$ cat src/rtl/core/rgb_to_hsv_converter_unit_defines.svh
// Assertion shorthands for the RGB to HSV converter.
// Every check is clocked on clk and held off while arst_n is low.
`ifndef RGB_TO_HSV_CONVERTER_UNIT_DEFINES_SVH
`define RGB_TO_HSV_CONVERTER_UNIT_DEFINES_SVH

// Same-cycle implication.
`define RHC_ASSERT_IMPL(label, ante, cons, msg) \
	label: assert property (@(posedge clk) disable iff (!arst_n) (ante) |-> (cons)) \
		else $error(msg);

// Next-cycle implication.
`define RHC_ASSERT_NEXT(label, ante, cons, msg) \
	label: assert property (@(posedge clk) disable iff (!arst_n) (ante) |=> (cons)) \
		else $error(msg);

`endif

$ cat src/rtl/core/rhc_pkg.sv
`default_nettype none
package rhc_pkg;

	// Request and result payloads
	typedef struct packed {
		logic [7:0] red;
		logic [7:0] green;
		logic [7:0] blue;
	} pix_t;

	typedef struct packed {
		logic [8:0] hue;
		logic [7:0] saturation;
		logic [7:0] brightness;
	} hsv_t;

	// Which channel holds the maximum
	typedef enum logic [1:0] {
		SECT_RED,
		SECT_GREEN,
		SECT_BLUE
	} sector_t;

	// Constants, hue terms are doubled for half-up rounding
	localparam int unsigned HUE_FULL    = 360;
	localparam int unsigned HUE_SLOPE2  = 120;
	localparam int unsigned HUE2_GREEN  = 240;
	localparam int unsigned HUE2_BLUE   = 480;
	localparam int unsigned HUE2_WRAP   = 720;
	localparam int unsigned SAT_SCALE2  = 510;
	localparam int unsigned DIV_STEPS   = 9;

	// Extrema stage payload
	typedef struct packed {
		logic [7:0]        mx;
		logic [7:0]        delta;
		sector_t           sector;
		logic signed [8:0] diff;
	} ext_t;

	// Divider payload: two restoring dividers side by side
	typedef struct packed {
		logic [17:0] rem_h;
		logic [8:0]  den_h;
		logic [8:0]  quo_h;
		logic [16:0] rem_s;
		logic [8:0]  den_s;
		logic [8:0]  quo_s;
		logic        grey;
		logic        black;
		logic [7:0]  mx;
	} div_t;

endpackage
`default_nettype wire

$ cat src/rtl/core/rhc_prep.sv
`default_nettype none
module rhc_prep (
	input  wire logic         clk,
	input  wire logic         en_s1,
	input  wire logic         en_s2,
	input  wire rhc_pkg::pix_t pix,
	output rhc_pkg::div_t      div_s2
);

	rhc_pkg::ext_t ext_d;
	rhc_pkg::ext_t ext_s1;
	rhc_pkg::div_t div_d;

	// Find maximum, minimum and sector; red wins ties over green, green over blue
	always_comb begin
		logic [7:0] mn;
		logic [8:0] r9;
		logic [8:0] g9;
		logic [8:0] b9;
		r9 = {1'b0, pix.red};
		g9 = {1'b0, pix.green};
		b9 = {1'b0, pix.blue};
		if (pix.red >= pix.green && pix.red >= pix.blue) begin
			ext_d.mx     = pix.red;
			ext_d.sector = rhc_pkg::SECT_RED;
			ext_d.diff   = $signed(g9) - $signed(b9);
		end else if (pix.green >= pix.blue) begin
			ext_d.mx     = pix.green;
			ext_d.sector = rhc_pkg::SECT_GREEN;
			ext_d.diff   = $signed(b9) - $signed(r9);
		end else begin
			ext_d.mx     = pix.blue;
			ext_d.sector = rhc_pkg::SECT_BLUE;
			ext_d.diff   = $signed(r9) - $signed(g9);
		end
		mn = pix.red;
		if (pix.green < mn) mn = pix.green;
		if (pix.blue < mn) mn = pix.blue;
		ext_d.delta = ext_d.mx - mn;
	end

	always_ff @(posedge clk) begin
		if (en_s1) begin
			ext_s1 <= ext_d;
		end
	end

	// Build dividends and divisors: hue = (2n + delta) / (2 delta), sat likewise
	always_comb begin
		logic signed [19:0] diff_w;
		logic signed [19:0] delta_w;
		logic signed [19:0] base_w;
		logic signed [19:0] num_w;
		logic [9:0]         base2;
		case (ext_s1.sector)
			rhc_pkg::SECT_RED:   base2 = ext_s1.diff[8] ? 10'(rhc_pkg::HUE2_WRAP) : 10'd0;
			rhc_pkg::SECT_GREEN: base2 = 10'(rhc_pkg::HUE2_GREEN);
			rhc_pkg::SECT_BLUE:  base2 = 10'(rhc_pkg::HUE2_BLUE);
			default:             base2 = 10'd0;
		endcase
		diff_w  = 20'(ext_s1.diff);
		delta_w = $signed(20'(ext_s1.delta));
		base_w  = $signed(20'(base2));
		num_w   = diff_w * $signed(20'(rhc_pkg::HUE_SLOPE2)) + base_w * delta_w + delta_w;
		div_d.rem_h = num_w[17:0];
		div_d.den_h = {ext_s1.delta, 1'b0};
		div_d.quo_h = '0;
		div_d.rem_s = 17'(17'(ext_s1.delta) * 17'(rhc_pkg::SAT_SCALE2)) + 17'(ext_s1.mx);
		div_d.den_s = {ext_s1.mx, 1'b0};
		div_d.quo_s = '0;
		div_d.grey  = (ext_s1.delta == 8'd0);
		div_d.black = (ext_s1.mx == 8'd0);
		div_d.mx    = ext_s1.mx;
	end

	always_ff @(posedge clk) begin
		if (en_s2) begin
			div_s2 <= div_d;
		end
	end

endmodule
`default_nettype wire

$ cat src/rtl/core/rhc_div_stage.sv
`default_nettype none
module rhc_div_stage #(
	parameter int unsigned BIT = 8
) (
	input  wire logic          clk,
	input  wire logic          en,
	input  wire rhc_pkg::div_t div_in,
	output rhc_pkg::div_t      div_sn
);

	rhc_pkg::div_t div_d;

	// Resolve one quotient bit of each divider
	always_comb begin
		logic [17:0] trial_h;
		logic [16:0] trial_s;
		div_d   = div_in;
		trial_h = 18'({9'd0, div_in.den_h} << BIT);
		trial_s = 17'({8'd0, div_in.den_s} << BIT);
		if (div_in.rem_h >= trial_h) begin
			div_d.rem_h      = div_in.rem_h - trial_h;
			div_d.quo_h[BIT] = 1'b1;
		end
		if (div_in.rem_s >= trial_s) begin
			div_d.rem_s      = div_in.rem_s - trial_s;
			div_d.quo_s[BIT] = 1'b1;
		end
	end

	always_ff @(posedge clk) begin
		if (en) begin
			div_sn <= div_d;
		end
	end

endmodule
`default_nettype wire

$ cat src/rtl/core/rgb_to_hsv_converter_unit.sv
// Channel | Signals                        | Direction | Payload
// pixel   | pix_valid, pix_ready, pix      | in        | red, green, blue
// color   | hsv_valid, hsv_ready, hsv      | out       | hue, saturation, brightness
//
// Twelve register stages: extrema, dividend setup, nine restoring divide steps
// (one quotient bit each for hue and saturation), output fix-up.
// One pixel is accepted every cycle while the output drains.
// Each stage advances when it is empty or the stage after it advances, so bubbles
// are squeezed out and a stalled output holds without loss.
// Reset clears only the stage valid bits; payload registers are not reset.
`default_nettype none
`include "rgb_to_hsv_converter_unit_defines.svh"
module rgb_to_hsv_converter_unit (
	input  wire logic          clk,
	input  wire logic          arst_n,
	input  wire logic          pix_valid,
	output logic               pix_ready,
	input  wire rhc_pkg::pix_t pix,
	output logic               hsv_valid,
	input  wire logic          hsv_ready,
	output rhc_pkg::hsv_t      hsv
);

	localparam int unsigned NSTG = rhc_pkg::DIV_STEPS + 3;

	logic [NSTG-1:0] vld_q;
	logic [NSTG:0]   adv;
	rhc_pkg::div_t   div_pipe [rhc_pkg::DIV_STEPS+1];
	rhc_pkg::hsv_t   hsv_d;
	rhc_pkg::hsv_t   hsv_s12;

	// Advance a stage when it is empty or its successor advances
	always_comb begin
		adv[NSTG] = hsv_ready;
		for (int k = NSTG - 1; k >= 0; k--) begin
			adv[k] = !vld_q[k] || adv[k+1];
		end
	end

	assign pix_ready = adv[0];

	// Move valid bits along with the data
	always_ff @(posedge clk or negedge arst_n) begin
		if (!arst_n) begin
			vld_q <= '0;
		end else begin
			for (int k = 0; k < NSTG; k++) begin
				if (adv[k]) begin
					vld_q[k] <= (k == 0) ? pix_valid : vld_q[(k == 0) ? 0 : k - 1];
				end
			end
		end
	end

	rhc_prep u_prep (
		.clk    (clk),
		.en_s1  (adv[0]),
		.en_s2  (adv[1]),
		.pix    (pix),
		.div_s2 (div_pipe[0])
	);

	for (genvar i = 0; i < rhc_pkg::DIV_STEPS; i++) begin : g_div
		rhc_div_stage #(
			.BIT (rhc_pkg::DIV_STEPS - 1 - i)
		) u_div (
			.clk    (clk),
			.en     (adv[i+2]),
			.div_in (div_pipe[i]),
			.div_sn (div_pipe[i+1])
		);
	end

	// Wrap full circle, drop hue for grey and saturation for black
	always_comb begin
		rhc_pkg::div_t d;
		d = div_pipe[rhc_pkg::DIV_STEPS];
		if (d.grey || d.quo_h == 9'(rhc_pkg::HUE_FULL)) begin
			hsv_d.hue = '0;
		end else begin
			hsv_d.hue = d.quo_h;
		end
		hsv_d.saturation = d.black ? 8'd0 : d.quo_s[7:0];
		hsv_d.brightness = d.mx;
	end

	always_ff @(posedge clk) begin
		if (adv[NSTG-1]) begin
			hsv_s12 <= hsv_d;
		end
	end

	assign hsv       = hsv_s12;
	assign hsv_valid = vld_q[NSTG-1];

	// Checks
	`RHC_ASSERT_IMPL(a_hue_range, hsv_valid, hsv.hue < 9'(rhc_pkg::HUE_FULL), "hue out of range")
	`RHC_ASSERT_IMPL(a_black, hsv_valid && hsv.brightness == 8'd0, hsv.saturation == 8'd0 && hsv.hue == 9'd0, "black pixel with color")
	`RHC_ASSERT_IMPL(a_full_stall, !pix_ready, (&vld_q) && !hsv_ready, "input stalled with room in pipe")
	`RHC_ASSERT_NEXT(a_enter, pix_valid && pix_ready, vld_q[0], "accepted request not in first stage")

endmodule
`default_nettype wire

$ cat config.mk
export PLATFORM = sky130hd
export DESIGN_NAME = rgb_to_hsv_converter_unit
export DESIGN_NICKNAME = d
export VERILOG_FILES = /design/src/rtl/core/rhc_pkg.sv /design/src/rtl/core/rhc_prep.sv /design/src/rtl/core/rhc_div_stage.sv /design/src/rtl/core/rgb_to_hsv_converter_unit.sv
export VERILOG_INCLUDE_DIRS = /design/src /design/src/rtl/core
export SDC_FILE = /design/constraint.sdc
export NUM_CORES = 1
export LEC_CHECK = 0
export ABC_AREA = 0
export BUFFER_PORTS_ARGS = -buffer_cell sky130_fd_sc_hd__buf_2
export CAP_MARGIN = 5
export CORE_UTILIZATION = 64
export DETAILED_ROUTE_END_ITERATION = 10
export GPL_TIMING_DRIVEN = 0
export PLACE_DENSITY = 0.85
export SYNTH_ARGS = -nofsm -noshare
export SYNTH_HDL_FRONTEND = slang
export SYNTH_SLANG_ARGS = --single-unit
$ cat constraint.sdc
create_clock -name clk -period 7.7 [get_ports clk]
set_input_delay 0.385 -clock clk [delete_from_list [all_inputs] [get_ports clk]]
set_output_delay 0.385 -clock clk [all_outputs]
set_load 0.05 [all_outputs]
==> results of run 1 <==
==> per-stage QoR <==
stage | setup WS, ns | hold slack [ns] | util
after detailed placement | 0.805 | 0.314 | 0.678
after global placement | 0.457 | 0.285 | 0.673
final | 0.759 | 0.133 | 0.717
after CTS | 0.782 | 0.106 | 0.717
after global routing | 0.388 | 0.127 | 0.717
after floorplan | 1.32 | 0.0894 | -
==> cells in the mapped netlist (40+ instances only) <==
cell and count:
xor2_1 76, xnor2_1 104, nand2b_1 40, ha_1 303
nor3_1 52, fa_1 99, a21o_1 50, a21oi_1 141
nor2b_1 65, nand2_1 192, inv_1 400, nor2_1 163
edfxtp_1 585, o21ai_0 168
==> state kept, by name, summed over array words and instances (netlist names) <==
register	flops
u_prep.ext_s1	11
hsv	25
u_prep.div_s2	49
u_prep.div_d	16
vld_q	12
g_div.u_div.div_sn	484
==> layer usage <==
layer,part of all wire,vias to the layer above,global-route usage
met2,0.56,697,0.514
met1,0.36,11000,0.264
met3,0.039,216,0.0291
met5,0,-,0
met4,0.041,0,0.120
li1,-,10700,-
==> worst max-delay path, delay by kind of cell (launching register included) <==
kind            cells  cell delay, ns
buf+inv             2            0.14
fa+ha+maj          10            3.70
simple gates        2            0.16
flops               1            0.49
xor+xnor            4            0.63
compound gates      7            1.53
==> kinds of logic (layout without fill, tap and decap cells) <==
group,count (synthesis),in the layout
AO/OA/AOI/OAI,540,540
adder cells (fa/ha/maj),402,402
multiplexers,60,60
AND/OR/NAND/NOR,719,719
buffers and inverters,424,600
flip-flops,597,597
XOR/XNOR,180,180
==> layout make-up <==
cell class / count / area (µm²)
clock inverters: 36 / 423
fillers: 3337 / 15000
repair buffers: 66 / 518
multi-input cells: 1901 / 15000
clock buffers: 74 / 1590
plain buffers: 24 / 93.8
inverters: 400 / 1500
flip-flops and latches: 597 / 17900
well taps: 688 / 861
==> worst paths after layout <==
kind	from	endpoint	slack (ns)	cells past startpoint
max	u_prep.ext_s1[0]	u_prep.div_s2[80]	0.76	25
min	pix_valid	vld_q[0]	0.13	2
max reg2reg	u_prep.ext_s1[0]	u_prep.div_s2[80]	0.76	25
min reg2reg	g_div[2].u_div.div_sn[51]	g_div[3].u_div.div_sn[51]	0.39	0
max in group asynchronous	arst_n	vld_q[0]	7.20	2
min in group asynchronous	arst_n	vld_q[10]	0.20	2
==> what timing repair did <==
| action | in CTS | in global routing |
|---|---|---|
| setup endpoints to repair | 0 | 0 |
| hold endpoints to repair | 12 | 0 |
| hold buffers | 1 | 0 |
==> impl_metrics.json, run 1 <==
{
  "max_slew.worst_pin.slew_ns": 1.18,
  "antenna_found_initial": 0,
  "floorplan.die_area_um2": 54800,
  "numPlacedInstances": 3675,
  "postLayoutCellArea_um2": 37900,
  "maxSlewHeadroom": 0.214,
  "fmaxAchievable_ghz": 0.144,
  "maximum_number_of_pins_on_one_net_before_global_route_repair": 67,
  "wl_per_cell_um": 18.3,
  "cts.htree.levels": 2,
  "slew_viol_final": 0,
  "cts-root-to-sink-buffers": 3,
  "route.vias.total": 22600,
  "period_minus_slack_ns": 6.94,
  "leading_cell_type_in_the_layout_fill_and_taps_excluded": "edfxtp_1",
  "io-pin-count": 55,
  "synth-adder-area-share": 0.168,
  "cts.sinks": 597,
  "cts_setup_buffers": 0,
  "avg_inst_size_synth_um2": 11.8,
  "synth.mux.area_fraction": 0.0186,
  "synth-compound-area-share": 0.0980,
  "clk_transition_reported_paths_ns": 0.06,
  "cts_root_buffer": "clkbuf_16",
  "viasPerCell": 5.97,
  "crit_arrival_ns": 7.27,
  "route.detailed.drc": 7,
  "tritoncts.num_buffers": 58,
  "cts_tree": "built",
  "critPathRequiredTime_ns": 8.03,
  "fin_setup_tns_ns": 0,
  "synth_top_cell_by_area": "edfxtp_1",
  "clk_latency_worst_skew_pair_ns": 0.63,
  "timing.critical_path.mode_cell": "ha_1",
  "most_frequent_cells_in_the_layout": "edfxtp_1 (585), inv_1 (397), ha_1 (303), nand2_1 (190), o21ai_0 (168)",
  "timing.clock.skew_ns": 0.0436,
  "wl_mm": 69.3,
  "post_cts_resize_count": 0,
  "synth_xor_area_frac": 0.0457,
  "post_synth_instance_area_um2": 34500,
  "yosysTopAreaCellShare": 0.510,
  "buffer_ports.inserted": 54,
  "synth_simple_gate_area_frac": 0.105,
  "core_area_um2": 52900,
  "drt_pass1_iterations": 9,
  "synth_top_cells_by_area": "edfxtp_1 (51%), ha_1 (11%), fa_1 (5.8%), inv_1 (4.4%), xnor2_1 (2.6%)",
  "violations": "design-rule violations",
  "die_y_um": 234,
  "drtAntennaViolNets": 0,
  "timing.critical_path.to_type": "register",
  "die_w_um": 234,
  "grt_setup_unrepaired": "no",
  "layout.cells.non_filler": 3786,
  "syn-num-nets": 3352,
  "num-nets-final": 3478,
  "worstHoldPathType": "in2reg",
  "critPathKind": "reg2reg",
  "synthArstFlopShare": 0.0201,
  "areaGrowthSynthToFinish_pct": 9.93,
  "final_layout_size_suffix_gt1_frac": 0.0775,
  "ys_ff_latch": 597,
  "combinational_family_with_the_most_area_after_synthesis": "adder cells",
  "critPathLaunchType": "register",
  "synth-edff-count": 585,
  "post_synth_num_cell_types": 78,
  "antenna-diode-count": 0,
  "first_global_vias": 23500,
  "grt_first_pass_wirelength_mm": 112,
  "worstPathMaxFanout": 5,
  "outcome": "finished with violations",
  "post_dp_cell_area_um2": 35900,
  "dp_hpwl_mm": 50.7,
  "netlist_instances": 2922,
  "initial_utilization": 0.652,
  "slowest_stage": "fa_1",
  "routabilityCongestion": 0.946,
  "grt_usage": 0.258,
  "ratio_of_final_minimum_period_to_clock_period": 0.901,
  "yosysSeqAreaShare": 0.518,
  "timing.critical_path.slowest_cell_delay_ns": 0.51,
  "ys_warn_count": 0,
  "report.final.setup_viol": 0,
  "maxCapViolCount": 0,
  "global_route.overflow_total": 0,
  "finalHoldViolations": 0,
  "drt_iter0_markers": 1390,
  "row_count": 84,
  "dominantRegCellSynth": "edfxtp_1"
}
Power of run 1 is left out: the tool's default activity adds up to more than one toggle a clock period on the data nets, which glitch-free logic cannot reach.
==> run 2: changes to the inputs <==
--- a/config.mk
+++ b/config.mk
@@ -9,6 +9,7 @@
 export ABC_AREA = 0
 export BUFFER_PORTS_ARGS = -buffer_cell sky130_fd_sc_hd__buf_2
 export CAP_MARGIN = 5
+export CORE_MARGIN = 2
 export CORE_UTILIZATION = 64
 export DETAILED_ROUTE_END_ITERATION = 10
 export GPL_TIMING_DRIVEN = 0
==> constraint.sdc (replaced) <==
create_clock -name clk -period 7.4 [get_ports clk]
set_input_delay 0.37 -clock clk [delete_from_list [all_inputs] [get_ports clk]]
set_output_delay 0.37 -clock clk [all_outputs]
set_load 0.05 [all_outputs]
==> impl_metrics.json, run 2 (synthesis results as in run 1) <==
{
  "maximum_number_of_pins_on_one_net_before_global_route_repair": 67,
  "io-pin-count": 55,
  "critical_path.reg2reg.endpoint": "u_prep.div_s2[80]",
  "cts_setup_buffers": 0,
  "min_from": "pix_valid",
  "critPathKind": "reg2reg",
  "viasPerCell": 5.95,
  "worst_r2r_path_depth": 23,
  "finalHoldViolations": 0,
  "cts_tree": "built",
  "final_layout_size_suffix_gt1_frac": 0.0739,
  "slew_viol_final": 0,
  "maxCapViolCount": 0,
  "dp_hpwl_mm": 50.5,
  "maxSlewHeadroom": 0.232,
  "reg2reg_from": "u_prep.ext_s1[0]",
  "clk_transition_reported_paths_ns": 0.06,
  "cts-root-to-sink-buffers": 3,
  "drt_iter0_markers": 1417,
  "initial_utilization": 0.644,
  "areaGrowthSynthToFinish_pct": 9.75,
  "worstPathMaxFanout": 4,
  "max_slew.worst_pin.slew_ns": 1.15,
  "die_y_um": 236,
  "register_containing_the_most_flip_flops_in_the_final_layout": "g_div.u_div.div_sn",
  "outcome": "complete, no violations",
  "wl_mm": 68.3,
  "grt_first_pass_wirelength_mm": 112,
  "antenna_found_initial": 0,
  "routabilityCongestion": 0.925,
  "antenna-diode-count": 0,
  "cts_root_buffer": "clkbuf_16",
  "count_of_cells_along_the_worst_hold_path": 2,
  "min_delay_worst_endpoint": "vld_q[0]",
  "cts.htree.levels": 2,
  "crit_arrival_ns": 7.32,
  "global_route.overflow_total": 0,
  "num-fill-cells": 3416,
  "max_ffs_per_register": 484,
  "cts.sinks": 597,
  "grt_setup_unrepaired": "no",
  "fmaxAchievable_ghz": 0.143,
  "die_w_um": 236,
  "critPathLaunchType": "register",
  "floorplan.die_area_um2": 55700,
  "route.vias.total": 22600,
  "core_area_um2": 53500,
  "first_global_vias": 23400,
  "timing.clock.skew_ns": 0.0453,
  "drt_pass1_iterations": 8,
  "fin_setup_tns_ns": 0,
  "critPathRequiredTime_ns": 7.73,
  "worstHoldPathType": "in2reg",
  "most_frequent_cells_in_the_layout": "edfxtp_1 (585), inv_1 (397), ha_1 (303), nand2_1 (190), o21ai_0 (168)",
  "report.final.setup_viol": 0,
  "row_count": 85,
  "wl_per_cell_um": 18.0,
  "leading_cell_type_in_the_layout_fill_and_taps_excluded": "edfxtp_1",
  "timing.critical_path.to_type": "register",
  "ratio_of_final_minimum_period_to_clock_period": 0.944,
  "regToRegSetupSlack_ns": 0.41,
  "grt_usage": 0.247,
  "route.detailed.drc": 0,
  "buffer_ports.inserted": 54,
  "num-nets-final": 3478,
  "drtAntennaViolNets": 0,
  "tritoncts.num_buffers": 58,
  "period_minus_slack_ns": 6.99,
  "clk_latency_worst_skew_pair_ns": 0.64
}
[run 2: cell types whose count changed in the layout (fill, tap and decap cells not counted), moves of 2 or more]
| cell | before | now |
|---|---|---|
| bufinv_16 | 7 | 5 |
| clkinvlp_4 | 8 | 4 |
| inv_6 | 0 | 2 |
| clkinv_2 | 15 | 9 |
| clkinv_1 | 2 | 12 |
[run 2: timing repair]
action                                 in CTS  in global routing
endpoints found under the hold margin      12                  0
gates resized for setup                     0                  0
hold buffers                                1                  0
[run 2: cell type report]
| class | instances | area (µm²) | share of cell area |
|---|---|---|---|
| timing repair buffer | 66 | 523 | 0.0138 |
| sequential | 597 | 17900 | 0.472 |
| tap | 696 | 871 | 0.0230 |
| inverter | 400 | 1500 | 0.0397 |
| buffer | 24 | 93.8 | 0.00248 |
| clock inverter | 36 | 355 | 0.00940 |
| clock buffer | 74 | 1580 | 0.0418 |
| multi-input combinational | 1901 | 15000 | 0.397 |
[run 2: worst max-delay path by stage]
stage                     start                end  depth (start not counted)
2_1_floorplan  u_prep.ext_s1[1]  u_prep.div_s2[80]                         26
3_3_place_gp          hsv_ready  u_prep.div_s2[77]                          8
3_5_place_dp   u_prep.ext_s1[0]  u_prep.div_s2[80]                         23
4_1_cts        u_prep.ext_s1[0]  u_prep.div_s2[80]                         23
5_1_grt        u_prep.ext_s1[1]  u_prep.div_s2[80]                         26
6_report       u_prep.ext_s1[0]  u_prep.div_s2[80]                         23
[run 2: routing by layer]
layer	wire, µm	up-vias	GRT usage	part of all wire
li1	-	10700	-	-
met1	24700	10900	0.260	0.36
met2	37700	757	0.483	0.55
met3	2900	221	0.0302	0.042
met4	3080	0	0.119	0.045
met5	0	-	0	0
[run 2: worst max-delay path, cell delays in order, from the launching register on]
cell      delay [ns]
edfxtp_1        0.48
ha_1            0.39
ha_1            0.36
xor2_1          0.23
ha_1            0.30
ha_1            0.29
a31o_2          0.24
a21oi_1         0.30
xnor2_1         0.13
fa_1            0.49
inv_1           0.05
fa_1            0.47
ha_1            0.33
fa_1            0.48
ha_1            0.31
ha_1            0.35
or3_1           0.38
o21ai_0         0.12
a211oi_1        0.11
o31a_1          0.32
nor2_1          0.16
a22oi_1         0.10
xnor2_1         0.21
xnor2_1         0.10
[run 2: per-stage QoR]
step | util | cell area, µm² | setup WS, ns | std cells | hold slack, ns
2_1_floorplan | - | 34500 | 1.02 | 2922 | 0.0744
3_3_place_gp | 0.666 | 35600 | 0.246 | 3672 | 0.271
3_5_place_dp | 0.671 | 35900 | 0.523 | 3683 | 0.300
5_1_grt | 0.707 | 37800 | 0.198 | 3794 | 0.0819
6_report | 0.707 | 37800 | 0.414 | 3794 | 0.104
4_1_cts | 0.707 | 37800 | 0.477 | 3794 | 0.0698
Power of run 2 is left out for the same reason.
